--- src/hw/rtl/pltd_pkg.sv ---
package pltd_pkg;

	// opcodes carried in the input tuser
	localparam logic [1:0] OP_START = 2'd0;
	localparam logic [1:0] OP_BYTE  = 2'd1;
	localparam logic [1:0] OP_END   = 2'd2;

	// entry code boundaries of the delta table
	localparam logic [7:0] CODE_LONG     = 8'd0;
	localparam logic [7:0] CODE_ADD_MAX  = 8'd64;
	localparam logic [7:0] CODE_SUB_MAX  = 8'd128;

	// bytes that follow a long-delta code
	localparam logic [2:0] LONG_BYTES = 3'd4;

	// one input item as it sits in the input register
	typedef struct packed {
		logic [1:0]  opcode;
		logic [7:0]  table_byte;
		logic [63:0] start_pc;
		logic [31:0] start_line;
		logic [63:0] target_pc;
	} item_t;

	// one result item out of the decoder core
	typedef struct packed {
		logic        valid;
		logic [31:0] line_number;
		logic        reached_target;
	} result_t;

endpackage

--- src/hw/rtl/pltd_core.sv ---
module pltd_core import pltd_pkg::*; #(
	parameter int PC_QUANTUM = 1
) (
	input  logic    clk,
	input  logic    arst_n,
	input  logic    en,
	input  item_t   item,
	output result_t res
);

	// widest pc advance of one entry is 127 quanta, the entry's own quantum included
	localparam int QW = $clog2(128 * PC_QUANTUM + 1);

	logic [63:0] cur_pc_q;
	logic [31:0] cur_line_q;
	logic [63:0] goal_pc_q;
	logic        answered_q;
	logic [2:0]  pending_q;
	logic [31:0] delta_q;

	logic [63:0] pc_d;
	logic [31:0] line_d;
	logic [63:0] goal_d;
	logic        answered_d;
	logic [2:0]  pending_d;
	logic [31:0] delta_d;
	logic [6:0]  pc_steps;
	logic [QW-1:0] pc_inc;
	logic [31:0] acc_next;
	logic        reached;

	// pc advance of a finished entry, in bytes
	assign pc_steps = (item.table_byte > CODE_SUB_MAX) ?
		7'(item.table_byte - CODE_SUB_MAX) : 7'd1;
	assign pc_inc   = QW'(pc_steps) * QW'(PC_QUANTUM);
	assign acc_next = {delta_q[23:0], item.table_byte};
	assign reached  = (cur_pc_q >= goal_pc_q);

	// next state and result for the item in the input register
	always_comb begin
		pc_d       = cur_pc_q;
		line_d     = cur_line_q;
		goal_d     = goal_pc_q;
		answered_d = answered_q;
		pending_d  = pending_q;
		delta_d    = delta_q;
		res        = '{valid: 1'b0, line_number: cur_line_q, reached_target: 1'b0};
		unique case (item.opcode)
			OP_START: begin
				pc_d       = item.start_pc;
				line_d     = item.start_line;
				goal_d     = item.target_pc;
				answered_d = 1'b0;
				pending_d  = '0;
				delta_d    = '0;
			end
			OP_END: begin
				if (!answered_q) begin
					res.valid  = 1'b1;
					answered_d = 1'b1;
					pending_d  = '0;
					delta_d    = '0;
				end
			end
			OP_BYTE: begin
				if (!answered_q) begin
					if (pending_q != '0) begin
						// tail byte of a long delta
						pending_d = pending_q - 3'd1;
						delta_d   = acc_next;
						if (pending_q == 3'd1) begin
							line_d  = cur_line_q + acc_next;
							pc_d    = cur_pc_q + 64'(PC_QUANTUM);
							delta_d = '0;
						end
					end else if (reached) begin
						res.valid          = 1'b1;
						res.reached_target = 1'b1;
						answered_d         = 1'b1;
						pending_d          = '0;
						delta_d            = '0;
					end else if (item.table_byte == CODE_LONG) begin
						pending_d = LONG_BYTES;
						delta_d   = '0;
					end else begin
						if (item.table_byte <= CODE_ADD_MAX) begin
							line_d = cur_line_q + 32'(item.table_byte);
						end else if (item.table_byte <= CODE_SUB_MAX) begin
							line_d = cur_line_q + 32'(CODE_ADD_MAX) - 32'(item.table_byte);
						end
						pc_d = cur_pc_q + 64'(pc_inc);
					end
				end
			end
			default: begin
			end
		endcase
	end

	// decoder state
	always_ff @(posedge clk or negedge arst_n) begin
		if (!arst_n) begin
			cur_pc_q   <= '0;
			cur_line_q <= '0;
			goal_pc_q  <= '0;
			answered_q <= 1'b1;
			pending_q  <= '0;
			delta_q    <= '0;
		end else if (en) begin
			cur_pc_q   <= pc_d;
			cur_line_q <= line_d;
			goal_pc_q  <= goal_d;
			answered_q <= answered_d;
			pending_q  <= pending_d;
			delta_q    <= delta_d;
		end
	end

	// a start opens a fresh query
	a_start_opens: assert property (@(posedge clk) disable iff (!arst_n)
		en && item.opcode == OP_START |=> !answered_q && pending_q == '0)
		else $error("start did not open a query");

	// a result closes the query and drops any partial delta
	a_result_closes: assert property (@(posedge clk) disable iff (!arst_n)
		en && res.valid |=> answered_q && pending_q == '0 && delta_q == '0)
		else $error("result left the query open");

	// a long delta is only gathered inside an open query
	a_pending_open: assert property (@(posedge clk) disable iff (!arst_n)
		pending_q != '0 |-> !answered_q && pending_q <= LONG_BYTES)
		else $error("long delta outside an open query");

endmodule

--- src/hw/rtl/pc_line_table_decoder_unit.sv ---
// Decodes a pc to line delta table one byte per cycle. An item with opcode
// start loads the start pc, start line and target pc; table byte items walk
// the table; an end item closes the query. At most one result comes out per
// query: the line, with reached_target set when the running pc got to the
// target before the table ended. Items pass an input register and the
// decode logic (a 64-bit pc add and compare) into an output register, so
// a new item is taken every cycle while the result side keeps up.
module pc_line_table_decoder_unit import pltd_pkg::*; #(
	parameter int PC_QUANTUM = 1
) (
	input  logic         clk,
	input  logic         arst_n,
	input  logic         s_axis_tvalid,
	output logic         s_axis_tready,
	// table_byte[7:0], start_pc[71:8], start_line[103:72], target_pc[167:104]
	input  logic [167:0] s_axis_tdata,
	// opcode[1:0]
	input  logic [1:0]   s_axis_tuser,
	output logic         m_axis_tvalid,
	input  logic         m_axis_tready,
	// line_number[31:0]
	output logic [31:0]  m_axis_tdata,
	// reached_target[0]
	output logic         m_axis_tuser
);

	logic        valid_s1;
	item_t       item_s1;
	logic        adv;
	result_t     res;
	logic        out_valid_q;
	logic [31:0] out_line_q;
	logic        out_hit_q;

	// the input register moves on whenever the output register is free
	assign adv           = !out_valid_q || m_axis_tready;
	assign s_axis_tready = !valid_s1 || adv;

	// input register
	always_ff @(posedge clk or negedge arst_n) begin
		if (!arst_n) begin
			valid_s1 <= 1'b0;
		end else if (s_axis_tready) begin
			valid_s1 <= s_axis_tvalid;
		end
	end

	always_ff @(posedge clk) begin
		if (s_axis_tvalid && s_axis_tready) begin
			item_s1.opcode     <= s_axis_tuser;
			item_s1.table_byte <= s_axis_tdata[7:0];
			item_s1.start_pc   <= s_axis_tdata[71:8];
			item_s1.start_line <= s_axis_tdata[103:72];
			item_s1.target_pc  <= s_axis_tdata[167:104];
		end
	end

	pltd_core #(
		.PC_QUANTUM(PC_QUANTUM)
	) u_core (
		.clk   (clk),
		.arst_n(arst_n),
		.en    (valid_s1 && adv),
		.item  (item_s1),
		.res   (res)
	);

	// result register
	always_ff @(posedge clk or negedge arst_n) begin
		if (!arst_n) begin
			out_valid_q <= 1'b0;
		end else if (adv) begin
			out_valid_q <= valid_s1 && res.valid;
		end
	end

	always_ff @(posedge clk) begin
		if (adv && valid_s1 && res.valid) begin
			out_line_q <= res.line_number;
			out_hit_q  <= res.reached_target;
		end
	end

	assign m_axis_tvalid = out_valid_q;
	assign m_axis_tdata  = out_line_q;
	assign m_axis_tuser  = out_hit_q;

	// only byte and end items can give a result
	a_result_source: assert property (@(posedge clk) disable iff (!arst_n)
		valid_s1 && adv && res.valid |->
			item_s1.opcode == OP_BYTE || item_s1.opcode == OP_END)
		else $error("result from a start or unknown item");

	// a waiting result is not overwritten
	a_result_held: assert property (@(posedge clk) disable iff (!arst_n)
		out_valid_q && !m_axis_tready |=> out_valid_q && $stable(out_line_q))
		else $error("waiting result lost");

	// the result of an end item never reports the target reached
	a_end_result: assert property (@(posedge clk) disable iff (!arst_n)
		valid_s1 && adv && item_s1.opcode == OP_END && res.valid |->
			!res.reached_target)
		else $error("end item reported target reached");

endmodule

--- config.mk ---
export PLATFORM = sky130hd
export DESIGN_NAME = pc_line_table_decoder_unit
export DESIGN_NICKNAME = d
export VERILOG_FILES = /design/src/hw/rtl/pltd_pkg.sv /design/src/hw/rtl/pltd_core.sv /design/src/hw/rtl/pc_line_table_decoder_unit.sv
export SDC_FILE = /design/constraint.sdc
export NUM_CORES = 1
export LEC_CHECK = 0
export ABC_AREA = 1
export BUFFER_PORTS_ARGS = -buffer_cell sky130_fd_sc_hd__buf_2
export CAP_MARGIN = 20
export CORE_MARGIN = 8
export CORE_UTILIZATION = 45
export CTS_BUF_LIST = sky130_fd_sc_hd__clkbuf_4 sky130_fd_sc_hd__clkbuf_8
export DETAILED_ROUTE_END_ITERATION = 8
export GPL_TIMING_DRIVEN = 0
export SLEW_MARGIN = 40
export SYNTH_ARGS = -nofsm -noshare
export SYNTH_HDL_FRONTEND = slang
export SYNTH_SLANG_ARGS = --single-unit
--- constraint.sdc ---
create_clock -name clk -period 9.6 [get_ports clk]
set_clock_uncertainty 0.05 [all_clocks]
set_input_delay 1.92 -clock clk [delete_from_list [all_inputs] [get_ports clk]]
set_output_delay 1.92 -clock clk [all_outputs]
set_load 0.005 [all_outputs]
# Word-level counts from Yosys, hierarchy flattened
# Index checks and enable logic that the tools add are counted.
totals:
  register_bits: 393
classes:
  n_reduce_logical: 18
  eq_ne: 10
  mux: 35
  n_lt_le_gt_ge: 4
  add_sub_neg: 8
op_table:
  columns: ["operator", "count"]
  rows:
  - ["64-bit 2-to-1 mux", 5]
  - ["32-bit 2-to-1 mux", 7]
  - ["24-bit 2-to-1 mux", 6]
  - ["64-bit case mux with 2 select lines", 1]
  - ["24-bit case mux with 3 select lines", 1]
  - ["64-bit by 1-bit adder with 64-bit output (second input constant)", 1]
  - ["64-bit by 7-bit adder with 64-bit output", 1]
  - ["64-bit >= comparator", 1]
  - ["32-bit case mux with 2 select lines", 1]
  - ["32-bit adder", 1]
  - ["32-bit by 7-bit adder with 32-bit output (second input constant)", 1]
  - ["32-bit by 8-bit adder with 32-bit output", 1]
  - ["32-bit by 8-bit subtractor with 32-bit output", 1]
  - ["3-bit 2-to-1 mux", 5]
  - ["3-bit case mux with 3 select lines", 1]
  - ["8-bit greater-than comparator (second input constant)", 1]
  - ["8-bit by 7-bit <= comparator with 1-bit output (second input constant)", 1]
  - ["8-bit <= comparator (second input constant)", 1]
  - ["8-bit zero test", 1]
  - ["4-bit by 1-bit inequality test with 1-bit output (second input constant)", 2]
  - ["7-bit 2-to-1 mux", 1]
  - ["7-bit AND reduction", 1]
  - ["7-bit by 1-bit subtractor with 7-bit output (second input constant)", 1]
  - ["3-bit inequality test (second input constant)", 2]
  - ["other kinds (18)", 30]

# Logic depth before layout (Yosys ltp)
logic_depth:
  ltp_word: 9
  mapped_depth: 24

# By module
# A second synthesis with hierarchy kept.
hier_totals:
  cells_unflattened: 3120
  hier_area_um2: 24425.9
modules_own_cells:
  columns: ["module", "seq_area_each_um2", "instances", "area_each_um2", "cells_each"]
  rows:
  - ["pltd_core", 4705.8, 1, 18222.5, 2902]
  - ["pc_line_table_decoder_unit", 6145.9, 1, 6203.4, 218]

# Least setup slack after synthesis
# No wires, ideal clock.
synth_timing:
  path_type: "input-to-reg"
  from: "input port m_axis_tready"
  to: "register item_s1[0] in the netlist's numbering, enable pin"
  t_arrival_ns: 5.440
  setup_slack_ns: 3.587
  path_stages: 4
  path_cell_list: "inv_1 -> nand3_1 -> nand2_1 -> inv_1"
synth_between:
  elab_chain_len: 3
synth_rtl:
  columns: ["item", "line", "source"]
  rows:
  - ["start, declared", "pc_line_table_decoder_unit.sv:20", "input logic m_axis_tready,"]
  - ["1-bit logical OR", "pc_line_table_decoder_unit.sv:36", "assign adv = !out_valid_q || m_axis_tready;"]
  - ["1-bit logical OR", "pc_line_table_decoder_unit.sv:37", "assign s_axis_tready = !valid_s1 || adv;"]
  - ["net s_axis_tready", "pc_line_table_decoder_unit.sv:14", "output logic s_axis_tready,"]
  - ["1-bit logical AND", "pc_line_table_decoder_unit.sv:49", "if (s_axis_tvalid && s_axis_tready) begin"]
  - ["end, declared", "pc_line_table_decoder_unit.sv:28", "item_t item_s1;"]
# The timed path passes the listed nets, and every way through them passes these cells.
# A chain may end at the register's enable or synchronous reset.

# Final worst setup path
layout_timing:
  from: "register u_core.pending_q[0]"
  to: "register u_core.cur_pc_q[62]"
layout_between:
  elab_chain_len: 4
  elab_cells_between_ends: 9
layout_rtl:
  columns: ["item", "line", "source"]
  rows:
  - ["start, declared", "pltd_core.sv:18", "logic [2:0] pending_q;"]
  - ["start signal, assigned", "pltd_core.sv:114", "pending_q <= pending_d;"]
  - ["3-bit nonzero test", "pltd_core.sv:67", "if (pending_q != '0) begin"]
  - ["64-bit 2-to-1 mux", "pltd_core.sv:67", null]
  - ["64-bit 2-to-1 mux", "pltd_core.sv:66", "if (!answered_q) begin"]
  - ["64-bit case mux with 2 select lines", "pltd_core.sv:48", "unique case (item.opcode)"]
  - ["end signal, assigned", "pltd_core.sv:110", "cur_pc_q <= pc_d;"]
  - ["end, declared", "pltd_core.sv:14", "logic [63:0] cur_pc_q;"]
# Parallel ways exist; a longest one is shown, timed or not. The select of a mux whose other input is x is not followed.

==> results <==
- In the global route stage, overall resource usage came out at 0.283.
- Counting every instance in the synthesized netlist gives 3036.
- The fraction of layout instances using a drive strength above 1 is 0.127.
- Summed over all layers, the global routing overflow is 0.
- The worst pin sits at a relative slew slack of 0.387.
- In this run the worst path has a maximum fanout of 10.
- Summing all multi-input logic gate instances after layout gives 11400 µm².
- Once the clock tree was built, the setup fixing pass inserted 0 buffers.
- The worst register-to-register path begins at u_core.pending_q[0].
- The finished cells cover 27600 µm².
- The total wire length after detailed routing is 87.1 mm.
- After layout, the minimum clock period comes to 4.74 ns.
- At the end of routability-driven placement, the weighted congestion stood at 0.961.
- The longest clock path from root to sink contains 3 buffers.
- The number of filler cells placed in the layout is 5099.
- The measured slew at the worst slew-check pin is 0.909 ns.
- The tightest min-delay check is of the reg2reg type.
- The layout-stage area growth over the synthesis result is 15.2%.
- The remaining antenna violation count is 0.
- Entering global routing, the biggest net connects 90 pins.
- After layout, the worst setup slack is 4.86 ns.
- The critical path required time is 10.09 ns.
- Dividing the final minimum period by the clock period gives 0.494.
- Summed over all nets, the half-perimeter wirelength after detailed placement is 69.7 mm.
- The sequential cell area is 10900 µm².
- The setup violation total in the final timing report is 0.
- The H-tree depth is 3.
- The via count of the routed design is 21.9k.
- The first-pass GRT wire length is 131 mm.
- Synthesis produced a netlist with a net count of 3380.
- The DRC violation count after routing is 0.
- The number of placed instances, taps included, is 3938.
- The async set-reset flop share out of synthesis is 0.483.
- By instance count, the leading cell after synthesis is nand2_1.
- The maximum clock frequency is 211 MHz.
- The commonest cells after synthesis are nand2_1 (988), inv_1 (361), nor2_1 (245).
- edfxtp_1 takes more of the synthesized area than any other cell.
- The clock-pin slew on the worst setup and hold paths is 0.07 ns.
- Summing every instance area after synthesis gives 24000 µm².
- During synthesis, Yosys emitted a total of 0 warnings.
- The final worst hold slack is 0.401 ns.
- The total of max-cap violations is 0.
- IR analysis of the VDD net gives a maximum drop of 0.000151 V.
- The share of synthesized area occupied by flip-flops and latches is 0.452.
- The dominant synthesized flop cell is edfxtp_1.
- For this configuration, the core starts out at a cell density of 0.456.
- The static leakage is 13.1 nW.
- The first routing iteration left 1532 violations.
- The finished layout holds 4068 standard cells, fillers aside.
- The clock latency reported for the late side of the worst-skew pair is 0.66 ns.
- Synthesis instantiated 53 different standard cells from the library.
- The mean area per synthesized cell is 7.90 µm².
- The startpoint identified for the worst hold timing path is item_s1[36].
- The share of synthesized area in the top cell type comes to 0.254.
- The number of enable-type register cells in the synthesized netlist is 203.
- The flip-flop and latch count after synthesis is 393.
- The source of the critical timing path is u_core.pending_q[0].
- The placeable core region is 52700 µm².
- The floorplan step set the die height to 247 µm.
- The final core utilization is 0.525.
- The power per unit of standard cell area is 271 nW/µm².
- In this run the clock root is driven by a clkbuf_8.
- The worst setup path is captured at a flop.
- The initial antenna violation count is 1.
- The setup slack at placement is 4.75 ns.
- The signal arrival time at the worst endpoint is 5.23 ns.
- The final number of hold-violating endpoints came to 0.
- The final-report max-slew violation count is 0.
- The net total in the final layout is 3666.
- The placement-stage cell area is 26100 µm².
- For this run, the detailed router's first-pass iteration total came to 6.
- Counting every sink on the clock net gives 393.
- By area the synthesized netlist is led by edfxtp_1 (25%), dfrtp_1 (20%), nand2_1 (15%).
- The via count of the first global-routing pass is 22.4k.
- In this run, CTS created clock tree buffers numbering 70.
- The flow ran to the end, and the final reports show no timing, DRC or antenna violations.
- The TritonCTS clock tree is yes.
- The number of buffers added on ports is 208.
- The total negative slack for setup checks is 0 ns.
- Setup repair after global routing left no endpoint under its margin.
- The number of placement rows is 84.
- The post-detailed-route via-to-cell ratio is 5.38.
- The number of hold buffers added after CTS was 0.
- 209 I/O pins were placed.
- The die area is 61000 µm².
- STA classifies the critical path startpoint as a flop.
- The detailed-route wire length per cell is 21.4 µm.
- The total chip power is 7.50 mW.
- The type of the worst setup path is reg2reg.
- The die is 247 µm wide.
- The total of cells resized after clock tree synthesis is 0.
## placed cells by master, fill, tap and decap left out, types with 9 or more instances in the layout
cell type	n
o21ai_1	28
nor3_1	43
a21oi_1	124
dfrtp_1	189
clkbuf_8	82
ha_1	167
xor2_1	49
or2_2	16
clkbuf_4	30
nor2_1	243
o21bai_1	15
o21ai_0	192
nand4_1	48
nand3_1	175
inv_1	360
nor4_1	12
clkbuf_1	32
nand2_1	988
buf_2	225
edfxtp_1	203
o21ai_2	10
a31oi_1	9
## layer usage
metal  part of all wire  global-route usage  up-vias  wire length, µm
met1               0.41               0.338    10400            35800
met4              0.045               0.131        0             3910
li1                   -                   -    10500                -
met2               0.49               0.497      744            43000
met5                  0                   0        -                0
met3              0.050              0.0420      197             4380
## layout make-up
cell class | instances | share of cell area
multi-input combinational | 2206 | 0.414
sequential | 393 | 0.393
inverter | 370 | 0.0505
clock buffer | 112 | 0.0490
timing repair buffer | 214 | 0.0433
tap | 688 | 0.0311
buffer | 67 | 0.0121
clock inverter | 17 | 0.00729
antenna | 1 | 0.0000905
## critical path: stages, from the launching register on
cell	delay [ns]
dfrtp_1	0.41
nor2_1	0.12
ha_1	0.18
buf_2	0.33
inv_1	0.13
clkbuf_2	0.32
nor2_1	0.24
inv_1	0.13
nor2_1	0.21
fa_1	0.26
nand3_1	0.09
nand3_1	0.26
nand2_1	0.18
a21oi_4	0.42
nand2_1	0.24
nor2_1	0.45
nand2_1	0.17
xor2_1	0.17
nand2_1	0.05
nand2_1	0.05
nand2_1	0.07
o21ai_2	0.05
## cell families (layout without fill, tap and decap cells)
logic type               after synthesis  after routing  synth area share
AO/OA/AOI/OAI                        417            417            0.0952
XOR/XNOR                              55             55            0.0201
adder cells (fa/ha/maj)              170            170            0.0896
buffers and inverters                437            780            0.0713
flip-flops                           393            393             0.452
multiplexers                           4              4           0.00172
other                                  0              1                 0
AND/OR/NAND/NOR                     1560           1560             0.270
## power breakdown
part	internal, mW	switching, mW	leakage [nW]
logic	1.06	2.13	7.95
clock network	1.01	0.729	0.825
registers	2.10	0.459	4.35
## path summary, 6_finish.rpt
kind	to	slack, ns	cells after the start
worst min-delay path	u_core.goal_pc_q[36]	0.40	2
worst max-delay path	u_core.cur_pc_q[62]	4.86	21
max in group asynchronous	u_core.answered_q	7.54	3
min in group asynchronous	u_core.cur_pc_q[56]	1.07	1
worst min register to register	u_core.goal_pc_q[36]	0.40	2
worst max register to register	u_core.cur_pc_q[62]	4.86	21
## state kept, by name, summed over array words and instances, names as in the netlist, 3 cells and up
signal	count
item_s1	170
u_core.cur_pc_q	64
u_core.goal_pc_q	64
m_axis_tdata	32
u_core.cur_line_q	32
u_core.delta_q	24
u_core.pending_q	3
(Power assumes the default switching activity.)
